$ cat config.mk
export PLATFORM = sky130hd
export DESIGN_NAME = avt_column
export DESIGN_NICKNAME = d
export VERILOG_FILES = /design/src/hdl/avt_pkg.sv /design/src/hdl/avt_column.sv
export SDC_FILE = /design/constraint.sdc
export NUM_CORES = 2
export LEC_CHECK = 0
export BUFFER_PORTS_ARGS = -buffer_cell sky130_fd_sc_hd__buf_2
export CORE_AREA = 2 2 336 338
export DETAILED_ROUTE_END_ITERATION = 8
export DIE_AREA = 0 0 338 340
export PLACE_DENSITY = 0.66
export SLEW_MARGIN = 40
export SYNTH_ARGS = -nofsm -noshare
export SYNTH_HDL_FRONTEND = slang
export SYNTH_SLANG_ARGS = --single-unit
$ cat constraint.sdc
create_clock -name vclk -period 14.5
set_clock_uncertainty 0.1 [all_clocks]
set_input_delay 0 -clock vclk [all_inputs]
set_output_delay 0 -clock vclk [all_outputs]
set_load 0.01 [all_outputs]
$ cat src/hdl/avt_pkg.sv
`timescale 1ns / 1ps

package avt_pkg;

  localparam int unsigned CoordW   = 32;
  localparam int unsigned CoefW    = 16;
  localparam int unsigned RowW     = 3 * CoefW;
  localparam int unsigned CfgIdxW  = 3;
  localparam int unsigned CfgDataW = RowW;
  localparam int unsigned FracBits = 12;

  // Identity matrix in Q4.12 on reset, no translation offset, points mode.
  localparam logic [RowW-1:0] RowOneRst   = 48'h0000_0000_1000;
  localparam logic [RowW-1:0] RowTwoRst   = 48'h0000_1000_0000;
  localparam logic [RowW-1:0] RowThreeRst = 48'h1000_0000_0000;

  typedef enum logic [CfgIdxW-1:0] {
    CFG_ROW_ONE     = 3'd0,
    CFG_ROW_TWO     = 3'd1,
    CFG_ROW_THREE   = 3'd2,
    CFG_OFFSET_X    = 3'd3,
    CFG_OFFSET_Y    = 3'd4,
    CFG_OFFSET_Z    = 3'd5,
    CFG_APPLY_TRANS = 3'd6
  } cfg_idx_e;

  typedef struct packed {
    logic [RowW-1:0]          row_one;
    logic [RowW-1:0]          row_two;
    logic [RowW-1:0]          row_three;
    logic signed [CoordW-1:0] offset_x;
    logic signed [CoordW-1:0] offset_y;
    logic signed [CoordW-1:0] offset_z;
    logic                     apply_translation;
  } cfg_t;

endpackage

$ cat src/hdl/avt_column.sv
`timescale 1ns / 1ps

module avt_column
  import avt_pkg::*;
(
  input  logic signed [CoordW-1:0] x_i,
  input  logic signed [CoordW-1:0] y_i,
  input  logic signed [CoordW-1:0] z_i,
  input  logic signed [CoefW-1:0]  m1_i,
  input  logic signed [CoefW-1:0]  m2_i,
  input  logic signed [CoefW-1:0]  m3_i,
  input  logic signed [CoordW-1:0] offset_i,
  input  logic                     add_offset_i,
  output logic signed [CoordW-1:0] res_o,
  output logic                     ovf_o
);

  localparam int unsigned ProdW = CoordW + CoefW;
  localparam int unsigned SumW  = ProdW + 2;
  localparam int unsigned ShrW  = SumW - FracBits;
  localparam int unsigned TotW  = ShrW + 1;

  logic signed [ProdW-1:0] p1, p2, p3;
  logic signed [SumW-1:0]  sum;
  logic signed [ShrW-1:0]  shr;
  logic signed [TotW-1:0]  off_ext;
  logic signed [TotW-1:0]  tot;
  logic                    fits;

  assign p1 = x_i * m1_i;
  assign p2 = y_i * m2_i;
  assign p3 = z_i * m3_i;

  assign sum = {{2{p1[ProdW-1]}}, p1} + {{2{p2[ProdW-1]}}, p2} + {{2{p3[ProdW-1]}}, p3};

  // dropping the fraction bits of a two's complement value floors it
  assign shr = sum[SumW-1:FracBits];

  assign off_ext = add_offset_i ? {{(TotW-CoordW){offset_i[CoordW-1]}}, offset_i} : '0;
  assign tot     = {shr[ShrW-1], shr} + off_ext;

  // in range when every bit above the result's sign matches it
  assign fits = (tot[TotW-1:CoordW-1] == '0) || (tot[TotW-1:CoordW-1] == '1);

  always_comb begin
    if (fits) begin
      res_o = tot[CoordW-1:0];
    end else if (tot[TotW-1]) begin
      res_o = {1'b1, {(CoordW-1){1'b0}}};
    end else begin
      res_o = {1'b0, {(CoordW-1){1'b1}}};
    end
  end

  assign ovf_o = !fits;

endmodule

## After elaboration in Yosys (flattened, before gate mapping)

Index checks and enable logic that the tools add are counted.

- Memory bits (writable): 0
- Bits in registers: 0
- Bits in latches: 0
- Output and inout port bits: 33
- Bits in read-only memories: 0
- Word-level logic and storage cells: 13
- Memories: 0

- Div/mod/pow operators: 0
- Multipliers: 3
- Add/sub/neg operators: 3
- Eq/ne operators: 1
- Bitwise logic cells: 0
- Shifts and indexed selects: 0
- Muxes and demuxes: 3
- Reductions and logical operators: 3
- Magnitude comparators: 0

Operator list:

| operator | count |
|---|---|
| $mul A32 B16 Y48 | 3 |
| $mux W32 | 2 |
| $add A49 B48 Y50 | 1 |
| $add A48 B48 Y49 | 1 |
| $add A39 B39 Y39 | 1 |
| $mux W39 | 1 |
| $eq A8 B8 Y1 const B | 1 |
| $logic_not A8 Y1 | 1 |
| $logic_not A1 Y1 | 1 |
| $logic_or A1 B1 Y1 | 1 |

## Longest topological paths before layout

- Word-level depth: 7
- Depth in mapped cells: 45
- Mapped depth without buffers: 41

## Least setup slack after synthesis

No wires, ideal clock.

- Kind: input port to output port
- Start: input x_i[3]
- End: output res_o[10]
- Path slack: 4.255 ns
- Arrival: 10.145 ns
- Buffers on the path: 3
- Stages: 39
- Cell sequence: clkbuf_1 -> nand2_1 -> fa_1 -> inv_1 -> fa_1 -> fa_1 -> inv_1 -> fa_1 -> inv_1 -> fa_1 -> fa_1 -> fa_1 -> fa_1 -> inv_1 -> fa_1 -> inv_1 -> ha_1 -> a21oi_1 -> [... 3 more ...] -> a22o_1 -> a221o_1 -> a221oi_2 -> o21bai_1 -> a21oi_1 -> xnor2_1 -> ha_1 -> nand2_1 -> o211a_4 -> a211o_1 -> a2111oi_4 -> o21ai_1 -> a2111oi_2 -> nand4_1 -> a21bo_1 -> buf_6 -> buf_6 -> mux2i_1

- Longest elaborated chain between the ends: 7

Ends and longest elaborated chain:

| item | line | RTL |
|---|---|---|
| start: declaration | avt_column.sv:6 | `input logic signed [CoordW-1:0] x_i,` |
| $mul A32 B16 Y48 (*) | avt_column.sv:30 | `assign p1 = x_i * m1_i;` |
| $add A48 B48 Y49 (*) | avt_column.sv:34 | `assign sum = {{2{p1[ProdW-1]}}, p1} + {{2{p2[ProdW-1]}}, p2} + {{2{p3[ProdW-1]}}, p3};` |
| $add A49 B48 Y50 (*) | avt_column.sv:34 |  |
| $add A39 B39 Y39 (*) | avt_column.sv:40 | `assign tot = {shr[ShrW-1], shr} + off_ext;` |
| $eq A8 B8 Y1 / $logic_not A8 Y1 (equally long branches) | avt_column.sv:43 | `assign fits = (tot[TotW-1:CoordW-1] == '0) \|\| (tot[TotW-1:CoordW-1] == '1);` |
| $logic_or A1 B1 Y1 | avt_column.sv:43 |  |
| $mux W32 (*) | avt_column.sv:46 | `if (fits) begin` |
| end: declaration | avt_column.sv:14 | `output logic signed [CoordW-1:0] res_o,` |

Mark *: on every way between the ends. The rest lies on a longest branch, timed or not.

## Worst setup path in the final report

- Start: input m1_i[12]
- End: output res_o[0]

- Longest elaborated chain between the ends: 7

Ends and longest elaborated chain:

| item | line | RTL |
|---|---|---|
| start: declaration | avt_column.sv:9 | `input logic signed [CoefW-1:0] m1_i,` |
| $mul A32 B16 Y48 (*) | avt_column.sv:30 |  |
| $add A48 B48 Y49 (*) | avt_column.sv:34 |  |
| $add A49 B48 Y50 (*) | avt_column.sv:34 |  |
| $add A39 B39 Y39 (*) | avt_column.sv:40 |  |
| $eq A8 B8 Y1 / $logic_not A8 Y1 (equally long branches) | avt_column.sv:43 |  |
| $logic_or A1 B1 Y1 | avt_column.sv:43 |  |
| $mux W32 (*) | avt_column.sv:46 |  |

Marks and branches as above.

==> key figures <==
Die
  • Area of the core: 112,000 sq um
  • Die area: 115,000 sq um
  • Die height: 340 microns
  • Die width: 338 microns
  • # rows: 123
  • Starting Density: 49.6%
  • IO Count: 210

Critical path
  • Crit Path Category: in2out
  • CP max-delay cell: a2111oi_4
  • Most Frequent Cell on Critical Path: fa_1
  • Startpoint Class: primary input
  • Slowest stage delay, CP: 0.67 ns
  • Worst path required time: 14.40 ns
  • Worst-path fanout max: 32
  • CP Capture Type: primary output
  • Critical path arrival: 12.14 ns

GRT
  • Initial antenna violation count: 21
  • Vias in the first global route: 42,500
  • GRT overflow: 0
  • Largest net degree at the start of global routing: 34
  • First-pass GRT wire length: 226,000 microns
  • GRT Util Overall: 25.3%

Synth
  • Mapped Area: 55,400 sq um
  • Syn_area_per_cell: 9.16 sq um
  • Yosys cell types: 72
  • Mapped Cells: 6,047
  • Syn nets: 8,175
  • Sequential element share of the synthesized area: 0%
  • Synthesis Warnings: 0

Worst hold path
  • Hold crit path type: in2out

Job
  • Max-cap check violation count: 0

STA
  • RSZ-0062 raised after global routing: no
  • Relative slew slack: 49.1%
  • Least-Margin Pin Slew: 0.764 ns
  • Final-report setup violation count: 0
  • Setup TNS: 0 ns
  • Final hold violations: 0
  • Period utilization: 84.4%
  • Max-slew violations: 0
  • Crit path time final: 12.24 ns
  • Fin worst setup slack: 2.26 ns
  • Peak Freq: 0.0817 GHz

Clocking
  • CTS resizes: 0
  • Post-CTS Setup Inserts: 0
  • Hold Buf Count CTS: 0

Cells and area
  • Final net count: 8,125
  • Layout fillers: 10,500
  • Sequential cell count: 0
  • P&R area growth vs syn: 3.53%
  • CLK BUF: 0
  • Share of cells above drive strength 1: 3.92%
  • Register Area: 0 sq um
  • Multi-input gate area: 47,700 sq um

Route
  • Drt via density: 5.15
  • Antenna Nets Post-Route: 0
  • Wirelength, routed: 137,000 microns
  • Vias: 38,600
  • Post-route DRC: 0
  • Detailed router's first-iteration violation count: 2,117
  • Avg WL per Cell: 18.3 microns
  • Drt first pass iters: 6

Outcome
  • Outcome: finished, final reports clean

Place
  • Pre-CTS WS: 2.26 ns
  • I/O Buffers: 210
  • Dpl hpwl: 123,000 microns
  • Gp weighted congestion: 0.873
synthesized netlist by cell type, types with 11 or more instances:
cell type | instances | area [sq um]
a21oi_1 | 52 | 260
xnor2_1 | 60 | 526
ha_1 | 283 | 3540
nor2_1 | 59 | 221
o21a_1 | 11 | 82.6
nor3_1 | 17 | 85.1
nand3_1 | 17 | 85.1
nand4_1 | 12 | 75.1
and2_1 | 522 | 3270
xor2_1 | 28 | 245
inv_1 | 1765 | 6630
nor2b_1 | 34 | 213
nand2b_1 | 55 | 344
clkbuf_1 | 252 | 946
fa_1 | 1668 | 33400
a21o_1 | 38 | 285
nand2_1 | 990 | 3720
mux2i_1 | 27 | 270
o21ai_0 | 33 | 165
final timing paths:
path / startpoint / endpoint / slack [ns] / cells past startpoint
setup / recovery: m1_i[12] / res_o[0] / 2.26 / 39
hold / removal: offset_i[0] / res_o[0] / 0.48 / 5
critical path, delay by kind of cell:
kind                     cells  cell delay, ns
AO/OA/AOI/OAI               14            4.19
multiplexers                 1            0.39
XOR/XNOR                     1            0.17
AND/OR/NAND/NOR              4            0.65
buffers and inverters        8            1.36
adder cells (fa/ha/maj)     11            5.31
layout by cell type (no fill, tap or decap), types with 27 or more instances in the layout:
| cell type | instances |
|---|---|
| xor2_1 | 28 |
| mux2i_1 | 27 |
| inv_1 | 1764 |
| nor2b_1 | 34 |
| fa_1 | 1668 |
| a21o_1 | 38 |
| and2_1 | 522 |
| xnor2_1 | 60 |
| o21ai_0 | 32 |
| a21oi_1 | 52 |
| nand2_1 | 989 |
| buf_2 | 210 |
| nor2_1 | 59 |
| nand2b_1 | 55 |
| ha_1 | 283 |
kinds of logic after synthesis:
group	share of synthesized area, %
buffers and inverters	13.9
adder cells (fa/ha/maj)	66.7
AND/OR/NAND/NOR	14.7
AO/OA/AOI/OAI	2.78
XOR/XNOR	1.39
multiplexers	0.583
routing by layer:
layer | track usage, % | wire (microns) | share of wire [%] | up-vias
met3 | 1.34 | 5130 | 3.7 | 278
li1 | - | - | - | 16800
met1 | 29.6 | 47400 | 35 | 20600
met5 | 0 | 80 | 0.058 | -
met4 | 10.2 | 6940 | 5.1 | 12
met2 | 48.1 | 77600 | 57 | 974
final cells by class:
type                       instances  area share [%]
inverter                        1766            11.6
multi-input combinational       4016            83.2
timing repair buffer             213            1.87
tap                             1500            3.27
antenna                           13          0.0567
stage by stage:
step,hold slack (ns),instance area (sq um),cells,utilization (%)
final,0.485,57400,7508,51.4
after global routing,0.530,57300,7505,51.4
after CTS,0.489,57300,7495,51.4
after detailed placement,0.488,57300,7495,51.4
after global placement,0.504,57300,7495,51.4
after floorplan,0.276,55400,6047,-
Power is left out: the tool's default activity adds up to more than one toggle a clock period on the data nets, which glitch-free logic cannot reach.
