--- src/hdl/avt_pkg.sv ---
`timescale 1ns / 1ps

package avt_pkg;

  localparam int unsigned CoordW   = 32;
  localparam int unsigned CoefW    = 16;
  localparam int unsigned RowW     = 3 * CoefW;
  localparam int unsigned CfgIdxW  = 3;
  localparam int unsigned CfgDataW = RowW;
  localparam int unsigned FracBits = 12;

  // Identity matrix in Q4.12 on reset, no translation offset, points mode.
  localparam logic [RowW-1:0] RowOneRst   = 48'h0000_0000_1000;
  localparam logic [RowW-1:0] RowTwoRst   = 48'h0000_1000_0000;
  localparam logic [RowW-1:0] RowThreeRst = 48'h1000_0000_0000;

  typedef enum logic [CfgIdxW-1:0] {
    CFG_ROW_ONE     = 3'd0,
    CFG_ROW_TWO     = 3'd1,
    CFG_ROW_THREE   = 3'd2,
    CFG_OFFSET_X    = 3'd3,
    CFG_OFFSET_Y    = 3'd4,
    CFG_OFFSET_Z    = 3'd5,
    CFG_APPLY_TRANS = 3'd6
  } cfg_idx_e;

  typedef struct packed {
    logic [RowW-1:0]          row_one;
    logic [RowW-1:0]          row_two;
    logic [RowW-1:0]          row_three;
    logic signed [CoordW-1:0] offset_x;
    logic signed [CoordW-1:0] offset_y;
    logic signed [CoordW-1:0] offset_z;
    logic                     apply_translation;
  } cfg_t;

endpackage

--- src/hdl/avt_cfg_regs.sv ---
`timescale 1ns / 1ps

module avt_cfg_regs
  import avt_pkg::*;
(
  input  logic                clk_i,
  input  logic                rst_ni,
  input  logic                cfg_we_i,
  input  logic [CfgIdxW-1:0]  cfg_idx_i,
  input  logic [CfgDataW-1:0] cfg_data_i,
  output cfg_t                cfg_o
);

  cfg_t cfg_q, cfg_d;

  always_comb begin
    cfg_d = cfg_q;
    if (cfg_we_i) begin
      case (cfg_idx_e'(cfg_idx_i))
        CFG_ROW_ONE:     cfg_d.row_one           = cfg_data_i[RowW-1:0];
        CFG_ROW_TWO:     cfg_d.row_two           = cfg_data_i[RowW-1:0];
        CFG_ROW_THREE:   cfg_d.row_three         = cfg_data_i[RowW-1:0];
        CFG_OFFSET_X:    cfg_d.offset_x          = cfg_data_i[CoordW-1:0];
        CFG_OFFSET_Y:    cfg_d.offset_y          = cfg_data_i[CoordW-1:0];
        CFG_OFFSET_Z:    cfg_d.offset_z          = cfg_data_i[CoordW-1:0];
        CFG_APPLY_TRANS: cfg_d.apply_translation = cfg_data_i[0];
        default:         cfg_d = cfg_q;
      endcase
    end
  end

  always_ff @(posedge clk_i or negedge rst_ni) begin
    if (!rst_ni) begin
      cfg_q.row_one           <= RowOneRst;
      cfg_q.row_two           <= RowTwoRst;
      cfg_q.row_three         <= RowThreeRst;
      cfg_q.offset_x          <= '0;
      cfg_q.offset_y          <= '0;
      cfg_q.offset_z          <= '0;
      cfg_q.apply_translation <= 1'b1;
    end else begin
      cfg_q <= cfg_d;
    end
  end

  assign cfg_o = cfg_q;

endmodule

--- config.mk ---
export PLATFORM = sky130hd
export DESIGN_NAME = avt_cfg_regs
export DESIGN_NICKNAME = d
export VERILOG_FILES = /design/src/hdl/avt_pkg.sv /design/src/hdl/avt_cfg_regs.sv
export SDC_FILE = /design/constraint.sdc
export NUM_CORES = 1
export LEC_CHECK = 0
export BUFFER_PORTS_ARGS = -buffer_cell sky130_fd_sc_hd__buf_2
export CELL_PAD_IN_SITES_DETAIL_PLACEMENT = 1
export CELL_PAD_IN_SITES_GLOBAL_PLACEMENT = 1
export CORE_MARGIN = 2
export CORE_UTILIZATION = 45
export DETAILED_ROUTE_END_ITERATION = 16
export PLACE_DENSITY_LB_ADDON = 0.1
export SYNTH_ARGS = -nofsm -noshare
export SYNTH_HDL_FRONTEND = slang
export SYNTH_SLANG_ARGS = --single-unit
--- constraint.sdc ---
create_clock -name clk_i -period 1.3 [get_ports clk_i]
set_input_delay 0.195 -clock clk_i [delete_from_list [all_inputs] [get_ports clk_i]]
set_output_delay 0.195 -clock clk_i [all_outputs]
set_load 0.1 [all_outputs]
==> impl_metrics.ini, run 1 <==
[outcome]
status = stopped before the end
haltStage = clock tree synthesis
toolErrorMsg = [ERROR DPL-0033] detailed placement checks failed during check placement.

[synthesis]
synth_compound_area_frac = 0
yosysTopAreaCellShare = 0.6466
synthAdderAreaFrac = 0
synth_area_um2 = 9173
ys_types = 12
ys_warn_count = 0
avgSynthCellArea_um2 = 17.85
syn_inst = 514
synth_top_area_cell = dfrtp_1
ys_ff_latch = 241
synth-simple-area-share = 0.008321
synth.area.mux_share = 0.3122
synth_xor_area_frac = 0
synth_top_cells_by_area = dfrtp_1 (65%), mux2_2 (24%), mux2_4 (6.5%)
yosysSeqAreaShare = 0.6580
syn_nets = 568
synth_top_family_by_area = multiplexers

[clock_network]
hold_buffers = 41
cts_resized = 667
cts_made_buffers = 27
cts_max_level = 1
clock-sinks = 241
cts.path.max_buffers = 3
root_buffer = clkbuf_16
post_cts_buffers = 58

[place]
portBuffers = 294
dp_hpwl_um = 18570
placed_area_um2 = 12340
gp_congestion = 0.7488
place_ws_ns = -0.2401

[floorplanning]
die_h_um = 146.8
start_util = 0.4562
die_w_um = 146.8
rows = 52
io-pin-count = 295
cells in the mapped netlist (all sizes together):
library cell	instances
and4bb	2
buf	25
dfrtp	237
dfstp	4
mux2	241
nand4b	3
nor4b	1
nor4bb	1
through the flow:
step / std cells / util
2_1_floorplan: 514 / -
3_3_place_gp: 1084 / 0.6138
3_5_place_dp: 1084 / 0.6138
cells by family after synthesis:
kind of cell	count (synthesis)
AND/OR/NAND/NOR	7
multiplexers	241
buffers and inverters	25
flip-flops	241
==> run 2: changes to the inputs <==
CELL_PAD_IN_SITES_DETAIL_PLACEMENT = unset   (was 1)
CELL_PAD_IN_SITES_GLOBAL_PLACEMENT = unset   (was 1)
CORE_UTILIZATION = 40   (was 45)
PLACE_DENSITY_LB_ADDON = 0.15   (was 0.1)
==> impl_metrics.ini, run 2 <==
[outcome]
status = finished with violations
violations = setup timing

[final_layout]
layout.nets = 1007
largest_reg_flops = 241
n_fill_cell = 1252
antenna_cells = 0
multi_input_area_um2 = 2972
final_cells = 1256
layout_common_cells = buf_12 (253), dfrtp_1 (237), mux2_2 (196)
syn_to_final_growth_pct = 81.68
layout_commonest_cell = buf_12
drive_gt1_frac = 0.6900
regArea_um2 = 6036

[pwr]
pwr-share-clk = 0.179
intPower_mw = 22.10
switchingPower_mw = 19.47
p_leak_nw = 7.575
pwr-share-comb = 0.554
vdd_drop_max_mv = 1.687
finalPower_mw = 41.56
switching_share = 0.4683
p_per_area_nw_per_um2 = 2494
seqPwrFrac = 0.267

[grt]
grt_use_met1 = 0.2682
grtUsageMet2 = 0.3934
overflow = 0
grt_max_degree = 60
grt.busiest_layer = met2
grt_pass1_vias = 6925
track_usage = 0.2261
grt_use_met3 = 0.07131
grt_pass1_wl_um = 42160
antenna_found_initial = 0

[setup_path]
crit_path_end_kind = output port
cp_top_family = flip-flops
critPathMaxFanout = 2
r2r_start = cfg_o[183]
slowest_delay_ns = 0.56
worstPathCellList = buf_12
r2r-end = cfg_o[183]
cp.required_ns = 1.11
crit_path_top_delay_cell = dfstp_2
setup.worst_path.start_class = flop
crit_buf_inv = 1
r2r_cells = 3
reg2reg_slack_ns = 0.22
critical_path_class = flop to output port
crit_arrival_ns = 1.27

[drt]
finalWirelength_um = 28400
first_iter_violations = 175
routed_via_density = 4.956
first_pass_iters = 4
ant_nets = 0
num_vias = 6225
drc = 0
wl_per_cell_um = 22.61

[floorplanning]
fp.dieArea_um2 = 24160
die_w_um = 155.4
start_util = 0.4064
core_um2 = 22570
die_h_um = 155.4
rows = 55
io-pin-count = 295

[synthesis]
synth_area_um2 = 9173
syn_nets = 568
ys_ff_latch = 241
synthFlopType = dfrtp_1
avgSynthCellArea_um2 = 17.85
synth_edf_count = 0
ys_types = 12
ys_warn_count = 0
yosysMostFrequentCell = dfrtp_1
yosysTopAreaCellShare = 0.6466
syn_inst = 514
synth_top_area_cell = dfrtp_1
yosysSeqAreaShare = 0.6580
synthTopCellsByCount = dfrtp_1 (237), mux2_2 (196), mux2_4 (40), buf_2 (13), buf_6 (11)
async_reset_ff_frac = 1.000
synth_top_cells_by_area = dfrtp_1 (65%), mux2_2 (24%), mux2_4 (6.5%)

[worst_hold_path]
hold_path.class = primary input to asynchronous set/reset pin

[place]
dp_cells = 1091
gp_congestion = 0.7402
portBuffers = 294
dp_hpwl_um = 16120

[sta]
fin_setup_tns_ns = -2.955
min_period_over_period = 1.124
slew_headroom = 0.7455
hold_viol = 0
clock.fmax_mhz = 684.7
post-route-worst-setup-slack_ns = -0.1606
worst_pin_slew_ns = 0.3802
setup_violations = 183
final.setup_skew_ns = 0
rsz0062_at_grt = true
slew_viol_final = 0
layout_min_cycle_time_ns = 1.461

[clock_network]
cts.path.max_buffers = 3
cts_made_buffers = 27
root_buffer = clkbuf_16
clk_latency_ns = 0.51
clock-sinks = 241
cts_tree = yes
cts_max_level = 1
clk_pin_slew_ns = 0.06

[flow_run]
max_cap_violations = 0
==> run 2: routing by layer <==
layer	up-vias	share of wire
li1	2710	-
met1	3224	0.37
met2	241	0.53
met3	50	0.075
met4	0	0.024
met5	-	0
==> run 2: cells by family after synthesis <==
kind of cell / Yosys count / share of synthesized area
AND/OR/NAND/NOR: 7 / 0.008320
buffers and inverters: 25 / 0.02142
multiplexers: 241 / 0.3122
flip-flops: 241 / 0.6580
==> run 2: final cells by class <==
type	instances	area share
Clock buffer	38	0.04542
Clock inverter	9	0.006307
Multi-Input combinational cell	248	0.1783
Sequential cell	241	0.3622
Tap cell	285	0.02140
Timing Repair Buffer	435	0.3864
==> run 2: power groups by stage <==
| stage | sequential [mW] | combinational, mW | clock, mW |
|---|---|---|---|
| floorplan | 22.3 | 1.76 | 0 |
| global placement | 10.4 | 18.2 | 0 |
| detailed placement | 10.4 | 18.3 | 0 |
| CTS | 11.0 | 22.3 | 7.56 |
| global route | 11.3 | 23.5 | 7.89 |
| finish | 11.1 | 23.0 | 7.42 |
==> run 2: worst max-delay path by stage <==
stage	endpoint	start	slack, ns	cells after the start
after floorplan	cfg_o[225]	cfg_o[225]	0.02	1
after global placement	cfg_o[223]	cfg_idx_i[0]	-0.24	4
after detailed placement	cfg_o[220]	cfg_idx_i[0]	-0.28	4
after CTS	cfg_o[205]	cfg_o[205]	-0.18	1
after global routing	cfg_o[205]	cfg_o[205]	-0.19	1
final	cfg_o[205]	cfg_o[205]	-0.16	1
==> run 2: metrics by stage <==
stage	hold slack (ns)	worst slack [ns]	util	cell area (um^2)
after CTS	0.1044	-0.1839	0.7206	16260
after global routing	0.1334	-0.1935	0.7383	16660
after detailed placement	0.07130	-0.2812	0.5412	12220
after floorplan	-0.1006	0.02003	-	9181
after global placement	0.07048	-0.2362	0.5412	12220
final	0.1141	-0.1606	0.7383	16660
==> run 2: what timing repair did <==
action	in CTS	in global routing
hold endpoints to repair	471	0
gates resized for setup	661	26
hold buffers	49	0
endpoints found under the setup margin	241	241
buffers inserted	33	36
Power figures use the tool's default switching activity.
==> run 3: changes to the inputs <==
TNS_END_PERCENT = 50   (was unset)
==> impl_metrics.ini, run 3 (same netlist as run 2, synthesis figures left out) <==
[outcome]
status = finished with violations
violations = setup timing

[setup_path]
cp_top_family = flip-flops
critical_path_class = flop to output port
worstPathCellList = buf_12
crit_path_end_kind = output port
critPathMaxFanout = 2
setup.worst_path.start_class = flop
reg2reg_slack_ns = 0.24
crit_arrival_ns = 1.27
slowest_delay_ns = 0.56
crit_path_top_delay_cell = dfstp_2
cp.required_ns = 1.11
crit_buf_inv = 1

[grt]
grt_pass1_vias = 6864
track_usage = 0.2240
antenna_found_initial = 0
grt_pass1_wl_um = 41780
overflow = 0
grt_max_degree = 60

[sta]
final.setup_skew_ns = 0
hold_viol = 0
rsz0062_at_grt = true
post-route-worst-setup-slack_ns = -0.1606
slew_viol_final = 0
setup_violations = 187
slew_headroom = 0.7452
layout_min_cycle_time_ns = 1.461
min_period_over_period = 1.124
worst_pin_slew_ns = 0.3805
clock.fmax_mhz = 684.7

[drt]
first_pass_iters = 4
drc = 0
num_vias = 6142
ant_nets = 0
finalWirelength_um = 28060
routed_via_density = 4.949
wl_per_cell_um = 22.61
first_iter_violations = 188

[floorplanning]
fp.dieArea_um2 = 24160
io-pin-count = 295
rows = 55
die_w_um = 155.4
start_util = 0.4064
die_h_um = 155.4
core_um2 = 22570

[clock_network]
root_buffer = clkbuf_16
cts.path.max_buffers = 3
cts_made_buffers = 27
clk_pin_slew_ns = 0.06
clk_latency_ns = 0.51
cts_max_level = 1
cts_tree = yes
clock-sinks = 241

[pwr]
seqPwrFrac = 0.268
vdd_drop_max_mv = 1.686
pwr-share-comb = 0.552
finalPower_mw = 41.38
switching_share = 0.4690
p_per_area_nw_per_um2 = 2500
p_leak_nw = 7.501
switchingPower_mw = 19.41
intPower_mw = 21.98
pwr-share-clk = 0.179

[final_layout]
layout_commonest_cell = buf_12
n_fill_cell = 1258
layout.nets = 992
multi_input_area_um2 = 2972
antenna_cells = 0
layout_common_cells = buf_12 (253), dfrtp_1 (237), mux2_2 (196)
final_area_um2 = 16550
regArea_um2 = 6036
largest_reg_flops = 241
syn_to_final_growth_pct = 80.45
drive_gt1_frac = 0.6851

[place]
dp_hpwl_um = 16120
portBuffers = 294
placed_area_um2 = 12220
gp_congestion = 0.7402

[flow_run]
max_cap_violations = 0

[worst_hold_path]
hold_path.class = primary input to asynchronous set/reset pin
-- run 3: per-stage QoR --
stage          instances  setup TNS [ns]  worst slack [ns]  utilization  hold slack [ns]
3_5_place_dp        1091          -32.53           -0.2812       0.5412          0.07130
5_1_grt             1241          -11.21           -0.1936       0.7333           0.1334
4_1_cts             1207          -7.773           -0.1839       0.7162           0.1044
6_report            1241          -2.972           -0.1606       0.7333           0.1140
3_3_place_gp        1091          -28.22           -0.2362       0.5412          0.07048
2_1_floorplan        514               0           0.02003            -          -0.1006
-- run 3: timing repair --
action                                 CTS  global route
buffers inserted                        20            34
endpoints found under the hold margin  471             0
resized for setup                      661            26
hold buffers                            49             0
setup endpoints to repair              241           241
-- run 3: worst paths after layout --
| path | startpoint | endpoint | cells after the start |
|---|---|---|---|
| min in group clk_i | cfg_we_i | cfg_o[0] | 3 |
| min reg2reg | cfg_o[39] | cfg_o[39] | 1 |
| max | cfg_o[205] | cfg_o[205] | 1 |
| max reg2reg | cfg_o[148] | cfg_o[148] | 3 |
| max in group asynchronous | rst_ni | cfg_o[205] | 3 |
| min | rst_ni | cfg_o[152] | 2 |
-- run 3: power by group through the flow --
stage               Clock, mW  Combinational [mW]  Sequential [mW]
floorplan                   0                1.76             22.3
global placement            0                18.2             10.4
detailed placement          0                18.3             10.4
CTS                      7.56                22.2             11.0
global route             7.87                23.3             11.3
finish                   7.42                22.9             11.1
-- run 3: metal layers --
| metal | vias up | part of all wire | track usage |
|---|---|---|---|
| li1 | 2673 | - | - |
| met2 | 232 | 0.53 | 0.3894 |
| met5 | - | 0 | 0 |
| met3 | 49 | 0.078 | 0.07214 |
| met1 | 3188 | 0.37 | 0.2655 |
| met4 | 0 | 0.023 | 0.06815 |
-- run 3: final cells by class --
cell class | count | area share
flip-flops and latches | 241 | 0.3647
clock buffers | 38 | 0.04573
multi-input cells | 248 | 0.1795
well taps | 285 | 0.02154
clock inverters | 9 | 0.006350
repair buffers | 420 | 0.3822
